--- config.mk ---
export PLATFORM = sky130hd
export DESIGN_NAME = four_channel_pwm_counter_regs_core
export DESIGN_NICKNAME = d
export VERILOG_FILES = /design/src/hw/rtl/fcpwm_pkg.sv /design/src/hw/rtl/fcpwm_chan.sv /design/src/hw/rtl/four_channel_pwm_counter_regs_core.sv
export SDC_FILE = /design/constraint.sdc
export NUM_CORES = 1
export LEC_CHECK = 0
export BUFFER_PORTS_ARGS = -buffer_cell sky130_fd_sc_hd__clkbuf_2
export CORE_ASPECT_RATIO = 1.75
export CORE_MARGIN = 8
export CORE_UTILIZATION = 33
export DETAILED_ROUTE_END_ITERATION = 16
export PLACE_DENSITY_LB_ADDON = 0.1
export SETUP_SLACK_MARGIN = 0.2
export SYNTH_ARGS = -nofsm -noshare
export SYNTH_HDL_FRONTEND = slang
export SYNTH_SLANG_ARGS = --single-unit
--- constraint.sdc ---
create_clock -name clk -period 9.3 [get_ports clk]
set_input_delay 0.93 -clock clk [delete_from_list [all_inputs] [get_ports clk]]
set_output_delay 0.93 -clock clk [all_outputs]
set_load 0.01 [all_outputs]
--- src/hw/rtl/fcpwm_pkg.sv ---
// types and constants shared by the four-channel pwm timer register block
package fcpwm_pkg;

  localparam int unsigned DATA_W = 32;

  // item modes
  localparam logic [1:0] MODE_READ  = 2'd0;
  localparam logic [1:0] MODE_WRITE = 2'd1;
  localparam logic [1:0] MODE_TICK  = 2'd2;

  // address map
  localparam logic [7:0] GLOBAL_ADDR = 8'h00;
  localparam logic [7:0] CH_BASE     = 8'h10;
  localparam int unsigned CH_STRIDE  = 16;

  // register slot within a channel
  localparam logic [1:0] SLOT_CTRL   = 2'd0;
  localparam logic [1:0] SLOT_PERIOD = 2'd1;
  localparam logic [1:0] SLOT_DUTY   = 2'd2;
  localparam logic [1:0] SLOT_COUNT  = 2'd3;

  // ctrl bits
  localparam int unsigned CTRL_W     = 3;
  localparam int unsigned CTRL_EN    = 0;
  localparam int unsigned CTRL_IRQEN = 2;
  localparam int unsigned DONE_LSB   = 4;

  typedef struct packed {
    logic [1:0]        mode;
    logic [7:0]        addr;
    logic [DATA_W-1:0] write_data;
  } in_item_t;

  typedef struct packed {
    logic [DATA_W-1:0] read_data;
    logic              irq;
  } out_item_t;

  typedef struct packed {
    logic wr_ctrl;
    logic wr_period;
    logic wr_duty;
    logic tick;
  } chan_cmd_t;

  typedef struct packed {
    logic [CTRL_W-1:0] ctrl;
    logic [DATA_W-1:0] period;
    logic [DATA_W-1:0] duty;
    logic [DATA_W-1:0] count;
    logic              done_set;
  } chan_stat_t;

endpackage

--- src/hw/rtl/fcpwm_chan.sv ---
// one timer channel: ctrl, period, duty and count registers with tick logic
module fcpwm_chan
  import fcpwm_pkg::*;
(
  input  logic              clk,
  input  logic              rst_n,
  input  chan_cmd_t         cmd,
  input  logic [DATA_W-1:0] wdata,
  output chan_stat_t        stat
);

  logic [CTRL_W-1:0] ctrl_r,   ctrl_nxt;
  logic [DATA_W-1:0] period_r, period_nxt;
  logic [DATA_W-1:0] duty_r,   duty_nxt;
  logic [DATA_W-1:0] count_r,  count_nxt;
  logic [DATA_W-1:0] count_inc;
  logic              wrap;
  logic              advance;

  assign count_inc = count_r + DATA_W'(1);
  assign wrap      = (period_r != '0) && (count_inc >= period_r);
  assign advance   = cmd.tick && ctrl_r[CTRL_EN];

  always_comb begin
    ctrl_nxt   = cmd.wr_ctrl   ? wdata[CTRL_W-1:0] : ctrl_r;
    period_nxt = cmd.wr_period ? wdata : period_r;
    duty_nxt   = cmd.wr_duty   ? wdata : duty_r;
    count_nxt  = count_r;
    if (advance) begin
      count_nxt = wrap ? '0 : count_inc;
    end
  end

  always_ff @(posedge clk) begin
    if (!rst_n) begin
      ctrl_r   <= '0;
      period_r <= '0;
      duty_r   <= '0;
      count_r  <= '0;
    end else begin
      ctrl_r   <= ctrl_nxt;
      period_r <= period_nxt;
      duty_r   <= duty_nxt;
      count_r  <= count_nxt;
    end
  end

  always_comb begin
    stat.ctrl     = ctrl_r;
    stat.period   = period_r;
    stat.duty     = duty_r;
    stat.count    = count_r;
    stat.done_set = advance && wrap;
  end

endmodule

--- src/hw/rtl/four_channel_pwm_counter_regs_core.sv ---
// top level of the multi-channel pwm timer register block
// Register block of a pwm timer with up to four channels in a 256-byte window. Each input item is
// a register read, a register write or one timer tick, and each gives exactly one result item
// carrying the read data (zero unless a valid read) and the interrupt level after that item. The
// block takes one item per clock while the result side keeps up: an item sits in the input
// register, and its register update and result are formed from there and land in the result
// register as soon as that register is free or being emptied. The path that sets the clock is the
// per-channel 32-bit count increment and compare against the period. Input and result registers
// decouple the two sides: while a result is held, one more item is still accepted into the input
// register, and the input stalls only once both registers are full.
module four_channel_pwm_counter_regs_core
  import fcpwm_pkg::*;
#(
  parameter int unsigned NUM_CHANNELS = 4
) (
  input  logic      clk,
  input  logic      rst_n,
  input  logic      in_valid,
  output logic      in_ready,
  input  in_item_t  in_item,
  output logic      out_valid,
  input  logic      out_ready,
  output out_item_t out_item
);

  localparam logic [8:0] CH_END = 9'(CH_BASE) + 9'(CH_STRIDE * NUM_CHANNELS);

  logic      in_vld_r;
  in_item_t  in_item_r;
  logic      out_vld_r;
  out_item_t out_item_r;
  logic      fire;

  logic [NUM_CHANNELS-1:0] done_r, done_nxt, done_set, irqen_nxt;
  logic [7:0]  rel;
  logic        ch_hit;
  logic [1:0]  ch_sel;
  logic [1:0]  slot;
  logic        is_read, is_write, is_tick;
  logic [DATA_W-1:0] rd_data;
  logic        irq_nxt;

  chan_cmd_t  cmd  [NUM_CHANNELS];
  chan_stat_t stat [NUM_CHANNELS];

  // the item in the input register moves on whenever the result register is free
  assign fire      = in_vld_r && (!out_vld_r || out_ready);
  assign in_ready  = !in_vld_r || fire;
  assign out_valid = out_vld_r;
  assign out_item  = out_item_r;

  always_ff @(posedge clk) begin
    if (!rst_n) begin
      in_vld_r <= 1'b0;
    end else if (in_ready) begin
      in_vld_r <= in_valid;
    end
  end

  always_ff @(posedge clk) begin
    if (in_ready && in_valid) begin
      in_item_r <= in_item;
    end
  end

  always_comb begin
    is_read  = 1'b0;
    is_write = 1'b0;
    is_tick  = 1'b0;
    unique case (in_item_r.mode)
      MODE_READ:  is_read  = 1'b1;
      MODE_WRITE: is_write = 1'b1;
      MODE_TICK:  is_tick  = 1'b1;
      default: ;
    endcase
  end

  // channel address decode
  assign rel    = in_item_r.addr - CH_BASE;
  assign ch_hit = (in_item_r.addr >= CH_BASE) && ({1'b0, in_item_r.addr} < CH_END)
                  && (rel[1:0] == 2'b00);
  assign ch_sel = rel[5:4];
  assign slot   = rel[3:2];

  for (genvar i = 0; i < NUM_CHANNELS; i++) begin : g_chan
    logic sel_wr;

    assign sel_wr = fire && is_write && ch_hit && (ch_sel == 2'(i));

    always_comb begin
      cmd[i].wr_ctrl   = sel_wr && (slot == SLOT_CTRL);
      cmd[i].wr_period = sel_wr && (slot == SLOT_PERIOD);
      cmd[i].wr_duty   = sel_wr && (slot == SLOT_DUTY);
      cmd[i].tick      = fire && is_tick;
    end

    fcpwm_chan u_chan (
      .clk   (clk),
      .rst_n (rst_n),
      .cmd   (cmd[i]),
      .wdata (in_item_r.write_data),
      .stat  (stat[i])
    );

    assign done_set[i]  = stat[i].done_set;
    assign irqen_nxt[i] = cmd[i].wr_ctrl ? in_item_r.write_data[CTRL_IRQEN]
                                         : stat[i].ctrl[CTRL_IRQEN];
  end

  // done flags: write 1 to clear from the global register, set on period wrap
  always_comb begin
    done_nxt = done_r | done_set;
    if (fire && is_write && (in_item_r.addr == GLOBAL_ADDR)) begin
      done_nxt = done_r & ~in_item_r.write_data[DONE_LSB +: NUM_CHANNELS];
    end
  end

  always_ff @(posedge clk) begin
    if (!rst_n) begin
      done_r <= '0;
    end else begin
      done_r <= done_nxt;
    end
  end

  assign irq_nxt = |(done_nxt & irqen_nxt);

  always_comb begin
    rd_data = '0;
    if (is_read) begin
      if (in_item_r.addr == GLOBAL_ADDR) begin
        rd_data[DONE_LSB +: NUM_CHANNELS] = done_r;
        for (int i = 0; i < NUM_CHANNELS; i++) begin
          rd_data[i] = stat[i].ctrl[CTRL_EN];
        end
      end else if (ch_hit) begin
        for (int i = 0; i < NUM_CHANNELS; i++) begin
          if (ch_sel == 2'(i)) begin
            unique case (slot)
              SLOT_CTRL:   rd_data = DATA_W'(stat[i].ctrl);
              SLOT_PERIOD: rd_data = stat[i].period;
              SLOT_DUTY:   rd_data = stat[i].duty;
              SLOT_COUNT:  rd_data = stat[i].count;
              default:     rd_data = '0;
            endcase
          end
        end
      end
    end
  end

  always_ff @(posedge clk) begin
    if (!rst_n) begin
      out_vld_r <= 1'b0;
    end else if (fire) begin
      out_vld_r <= 1'b1;
    end else if (out_ready) begin
      out_vld_r <= 1'b0;
    end
  end

  always_ff @(posedge clk) begin
    if (fire) begin
      out_item_r.read_data <= rd_data;
      out_item_r.irq       <= irq_nxt;
    end
  end

  // a held result always matches the timer state, which only moves with it
  a_irq_matches_state: assert property (@(posedge clk) disable iff (!rst_n)
    out_vld_r |-> (out_item_r.irq == |(done_r & irqen_nxt) || fire))
    else $error("irq in result register does not match done and irq enable state");

  a_nonread_zero: assert property (@(posedge clk) disable iff (!rst_n)
    (fire && !is_read) |=> (out_item_r.read_data == '0))
    else $error("non-read item produced nonzero read data");

  a_ready_only_on_stall: assert property (@(posedge clk) disable iff (!rst_n)
    !in_ready |-> (in_vld_r && out_vld_r && !out_ready))
    else $error("input stalled without a stalled result");

  a_done_cleared: assert property (@(posedge clk) disable iff (!rst_n)
    (fire && is_write && (in_item_r.addr == GLOBAL_ADDR)) |=>
      ((done_r & $past(in_item_r.write_data[DONE_LSB +: NUM_CHANNELS])) == '0))
    else $error("write 1 to clear left a done flag set");

endmodule

## Yosys cells after proc, flatten, opt, wreduce, memory -nomap -nowiden

Index checks and enable logic that the tools add are counted.

- Output and inout bits: 35
- Logic and storage cells: 126
- Input bits: 46
- Bits in registers: 477

- Mux-type cells: 24
- Bitwise gates (word level): 6
- Equal/unequal tests: 8
- $lt $le $gt $ge: 6
- Reductions and logical operators: 52
- $add $sub $neg: 5

Operators with widths:

| cell | count |
|---|---|
| 32-bit one-hot mux with 4 select lines | 4 |
| 32-bit two-way mux | 8 |
| 32-bit by 1-bit adder with 32-bit output, second input constant | 4 |
| 32-bit >= comparator | 4 |
| 32-bit nonzero test | 4 |
| 1-bit logical AND | 36 |
| 8-bit two-way mux | 2 |
| 2-bit equality test, second input constant | 5 |
| 1-bit two-way mux | 9 |
| 4-bit bitwise AND | 2 |
| 8-bit by 5-bit >= comparator with 1-bit output, second input constant | 1 |
| 2-bit logical NOT | 4 |
| 8-bit logical NOT | 1 |
| 8-bit by 7-bit < comparator with 1-bit output, second input constant | 1 |
| 2-bit by 1-bit equality test with 1-bit output, second input constant | 3 |
| 6-bit by 5-bit subtractor with 6-bit output, second input constant | 1 |
| 4-bit two-way mux | 1 |
| 4-bit NOT | 1 |
| 4-bit bitwise OR | 1 |
| 4-bit OR reduction | 1 |
| 3-bit OR reduction | 1 |
| 1-bit logical NOT | 2 |
| 1-bit logical OR | 2 |
| 1-bit NOT | 2 |
| 2-bit nonzero test | 1 |

## Logic depth before layout (Yosys ltp)

- Word-level depth: 10
- Depth in mapped cells: 18

## Modules after synthesis

From an unflattened synthesis, not the netlist that was laid out.

- Cell total of the unflattened synthesis: 3027
- Area total of the unflattened synthesis: 27508.9 µm²

Modules (own cells, without submodules):

| module | cells an instance | area each (µm²) | times used | sequential area each (µm²) |
|---|---|---|---|---|
| fcpwm_chan (g_chan[0].u_chan ...) | 607 | 5286.3 | 3 | 1981.9 |
| four_channel_pwm_counter_regs_core | 603 | 6407.4 | 1 | 2372.3 |
| fcpwm_chan (g_chan[2].u_chan) | 603 | 5242.5 | 1 | 1981.9 |

## Worst setup path after synthesis

No wires, ideal clock.

- Kind: in2reg
- Start: in out_ready
- End: reg g_chan[2].u_chan.count_r[17]
- Data arrival time: 4.114 ns
- Stages on the path: 10
- Path slack: 5.116 ns
- Cell sequence: nor2b_1 -> nor2b_1 -> and3b_1 -> clkbuf_4 -> and2_0 -> clkbuf_1 -> clkbuf_1 -> buf_1 -> nand3_1 -> a21oi_1

- Word-level cells in the longest chain between the ends: 4

RTL lines:

| item | line | text |
|---|---|---|
| start, declared | four_channel_pwm_counter_regs_core.sv:22 | `input logic out_ready,` |
| 1-bit logical OR | four_channel_pwm_counter_regs_core.sv:47 | `assign fire = in_vld_r && (!out_vld_r \|\| out_ready);` |
| 1-bit logical AND | four_channel_pwm_counter_regs_core.sv:47 |  |
| net fire | four_channel_pwm_counter_regs_core.sv:32 | `logic fire;` |
| 1-bit logical AND | four_channel_pwm_counter_regs_core.sv:94 | `cmd[i].tick = fire && is_tick;` |
| 1-bit logical AND | fcpwm_chan.sv:22 | `assign advance = cmd.tick && ctrl_r[CTRL_EN];` |
| end signal, assigned | fcpwm_chan.sv:44 | `count_r <= count_nxt;` |
| end, declared | fcpwm_chan.sv:15 | `logic [DATA_W-1:0] count_r, count_nxt;` |

The timed path passes the listed nets, and every way through them passes these cells.
A chain may end at the register's enable or synchronous reset.

## Final worst setup path

- Start: reg g_chan[3].u_chan.count_r[0]
- End: reg out_item_r (netlist bit out_item[0]) (data pin)

- Word-level cells in the longest chain between the ends: 8

RTL lines:

| item | line | text |
|---|---|---|
| start, declared | fcpwm_chan.sv:15 |  |
| start signal, assigned | fcpwm_chan.sv:44 |  |
| 32-bit by 1-bit adder with 32-bit output | fcpwm_chan.sv:20 | `assign count_inc = count_r + DATA_W'(1);` |
| 32-bit >= comparator | fcpwm_chan.sv:21 | `assign wrap = (period_r != '0) && (count_inc >= period_r);` |
| 1-bit logical AND | fcpwm_chan.sv:21 |  |
| 1-bit logical AND | fcpwm_chan.sv:53 | `stat.done_set = advance && wrap;` |
| 4-bit bitwise OR | four_channel_pwm_counter_regs_core.sv:112 | `done_nxt = done_r \| done_set;` |
| 4-bit two-way mux | four_channel_pwm_counter_regs_core.sv:113 | `if (fire && is_write && (in_item_r.addr == GLOBAL_ADDR)) begin` |
| 4-bit bitwise AND | four_channel_pwm_counter_regs_core.sv:126 | `assign irq_nxt = \|(done_nxt & irqen_nxt);` |
| 4-bit OR reduction | four_channel_pwm_counter_regs_core.sv:126 |  |
| net irq_nxt | four_channel_pwm_counter_regs_core.sv:41 | `logic irq_nxt;` |
| end, declared | four_channel_pwm_counter_regs_core.sv:31 | `out_item_t out_item_r;` |

The timed path passes the listed nets, and every way through them passes these cells.

==> summary.md <==
| Metric | Value |
|---|---|
| Outcome | `finished clean` |
| Buffers added on ports | `80` |
| Post-Synth Adder-Cell Area | `6.18%` |
| Routed len/inst | `27.2 um` |
| Core Util, Final | `36.4%` |
| Seq cells post-synth | `477` |
| First drt pass iteration count | `6` |
| Synth area leader | `dfxtp_1` |
| DR DRC count | `0` |
| Syn Inst Count | `3,294` |
| Sequential Area | `10,300 um^2` |
| Top FF cell, synth | `dfxtp_1` |
| Mean Syn Cell Area | `8.11 um^2` |
| Mux share of post-synthesis cell area | `just under 6%` |
| CP Capture Type | `flop` |
| Post-Syn Area | `between 20,000 and 30,000 um^2` |
| FFs w/ async S/R, synth | `0%` |
| Minimum clock period | `approximately 5.2 ns` |
| GPL Wtd Cong | `between 0.9 and 1` |
| Total Wirelength | `117,000 um` |
| CTS tree | `yes` |
| Max Cap Viol | `0` |
| Sequential fraction of the synthesis area | `38.6%` |
| Simple-Gate Fraction of Synth Area | `between 20% and 30%` |
| ANT nets after route | `0` |
| GRT Util Overall | `between 20% and 30%` |
| Leakage | `10.2 nW` |
| Global route overflow | `0` |
| Worst-Skew Late Latency | `between 0.6 and 0.7 ns` |
| Ports | `81` |
| Post-synthesis net count | `3,472` |
| Resize count post-CTS | `0` |
| Die area | `90,700 um^2` |
| Max Root-Sink Buffers | `3` |
| Clock Sinks | `477` |
| Synth top area share | `30.1%` |
| Post-route clock period utilization | `56.2%` |
| # setup viols final | `0` |
| Hold-fix buffers, CTS | `0` |
| Most frequent cells in the layout | `nand2_1 (711), a21oi_1 (406), dfxtp_1 (402), inv_1 (148), ha_1 (132)` |
| Worst-path clk slew | `0.06 ns` |
| Post-synthesis compound-gate area fraction | `between 10% and 20%` |
| WS Path Type | `flop to flop` |
| CORE AREA | `80,500 um^2` |
| Total CTS buffers | `51` |
| Post-synth EDFFs | `75` |
| Synth area leaders | `dfxtp_1 (30%), nand2_1 (10%), edfxtp_1 (8.4%)` |
| Share of layout cells above drive strength 1 | `approximately 11%` |
| Hold Crit Class | `flop to flop` |
| Worst Path Arrival | `between 5 and 6 ns` |
| Final hold viol count | `0` |
| First-pass GRT wire length | `168,000 um` |
| Most common cell after layout, fill and taps aside | `nand2_1` |
| DP Wirelength | `a little over 80,000 um` |
| Post-synth cell types | `89` |
| Via density | `5.72` |
| Final Max Tran Viols | `0` |
| Initial core utilization | `33.2%` |
| Antenna violations before repair | `7` |
| Clock Skews | `~0.020 ns` |
| Die height | `392 um` |
| Worst-margin pin slew | `1.41 ns` |
| Fmax | `0.191 GHz` |
| # Post-CTS Setup Buffers | `0` |
| Htree depth | `2` |
| Main combinational cell family by area after synthesis | `simple AND/OR/NAND/NOR gates` |
| Area added between synthesis and finish | `9.66%` |
| CP max FO | `8` |
| Die width | `231 um` |
| Slew margin rel. | `under 10%` |
| Detailed-route via count | `24.6k` |
| Footprint of the multi-input gates | `14,800 um^2` |
| Root Driver | `clkbuf_16` |
| Setup tns final | `0 ns` |
| Num rows | `138` |
| Crit start category | `flop` |
| Largest net degree at the start of global routing | `141` |
| Fin nets | `3,376` |
| Synth Area in XOR/XNOR | `~4%` |
| Warnings, synthesis | `0` |
| CP required | `9.81 ns` |
| Worst vdd ir | `between 0.1 and 0.15 mV` |
| RSZ-0062 raised after global routing | `false` |
| FILL cells | `8,435` |
| Initial DRC count | `~2.4k` |
| Via count of the first global-routing pass | `23.7k` |
| Power Dens Cells | `153 nW/um^2` |
-- per-stage QoR --
stage               hold WS, ns  instances  total power [mW]  instance area [um^2]  setup slack [ns]
finish                    0.452       4294              4.49                 29300              4.07
floorplan                 0.433       3294              2.32                 26700              5.12
detailed placement        0.444       4195              2.48                 27700              4.15
CTS                       0.423       4291              4.54                 29300              4.14
global route              0.436       4291              4.62                 29300              3.84
global placement          0.439       4195              2.48                 27700              4.25
-- state kept, by name, indices dropped and copies added, names as in the netlist --
signal                  cells
g_chan.u_chan.count_r     128
g_chan.u_chan.duty_r      128
g_chan.u_chan.period_r    128
in_item_r                  42
out_item                   33
g_chan.u_chan.ctrl_r       12
done_r                      4
in_vld_r                    1
out_valid                   1
-- path summary, 6_finish.rpt --
path | slack [ns] | start | cells past startpoint | end
setup / recovery | 4.07 | g_chan[3].u_chan.count_r[0] | 14 | out_item[0]
hold / removal | 0.45 | g_chan[1].u_chan.duty_r[22] | 2 | g_chan[1].u_chan.duty_r[22]
setup reg to reg | 4.07 | g_chan[3].u_chan.count_r[0] | 14 | out_item[0]
hold reg to reg | 0.45 | g_chan[1].u_chan.duty_r[22] | 2 | g_chan[1].u_chan.duty_r[22]
-- cell usage after synthesis (all sizes together) (5+ instances only) --
master,count
nor3,28
nor4,62
xor2,46
dfxtp,402
or3,14
a2bb2oi,5
ha,132
and4,12
nand4,87
o21ai,72
mux2,122
or4,32
mux2i,17
xnor2,74
and4b,10
nor2,127
or2,6
inv,148
a21oi,407
and2,21
buf,40
o41ai,5
edfxtp,75
a21o,11
nor2b,8
o31ai,5
a211oi,10
nand3,117
nand2b,14
a221oi,115
nand2,713
a32o,11
and3,25
a31oi,7
o211ai,11
clkbuf,231
o22ai,13
a22oi,11
a31o,7
-- cells by family (layout without fill, tap and decap cells) --
group	count (synthesis)	after routing
buf+inv	421	368
flops	477	477
fa+ha+maj	132	132
xor+xnor	120	120
simple gates	1288	1288
other cells	0	3
mux	141	141
compound gates	715	715
-- power breakdown --
| part | switching [mW] | internal, mW | total (mW) |
|---|---|---|---|
| Combinational | 0.197 | 0.0639 | 0.261 |
| Sequential | 0.0575 | 2.12 | 2.17 |
| Clock | 0.944 | 1.11 | 2.06 |
| Total | 1.20 | 3.29 | 4.49 |
-- layer usage --
layer | global-route usage [%] | vias to the layer above | share of wire, %
li1 | - | 11400 | -
met1 | 28.9 | 12000 | 38
met2 | 42.8 | 864 | 49
met3 | 3.80 | 241 | 5.9
met4 | 15.6 | 2 | 7.2
met5 | 0 | - | 0.0077
-- area by class of cell --
class                   instances  share of cell area [%]
flip-flops and latches        477                    35.2
clock inverters                20                   0.534
inverters                     149                    1.94
well taps                    1050                    4.49
repair buffers                123                    2.56
multi-input cells            2396                    50.4
clock buffers                  76                    4.85
diodes                          3                  0.0256
-- critical path, cell delays in order, from the launching register on --
cell,delay (ns)
dfxtp_1,0.46
ha_1,0.30
and3_1,0.26
nand3_1,0.29
nor2_1,0.34
and3_2,0.28
xor2_1,0.10
ha_1,0.33
nand4_1,0.14
nor4_1,0.71
a311oi_1,0.22
a211oi_2,0.62
o21ai_0,0.32
a21boi_0,0.53
or4_1,0.20
(Power assumes the default switching activity.)
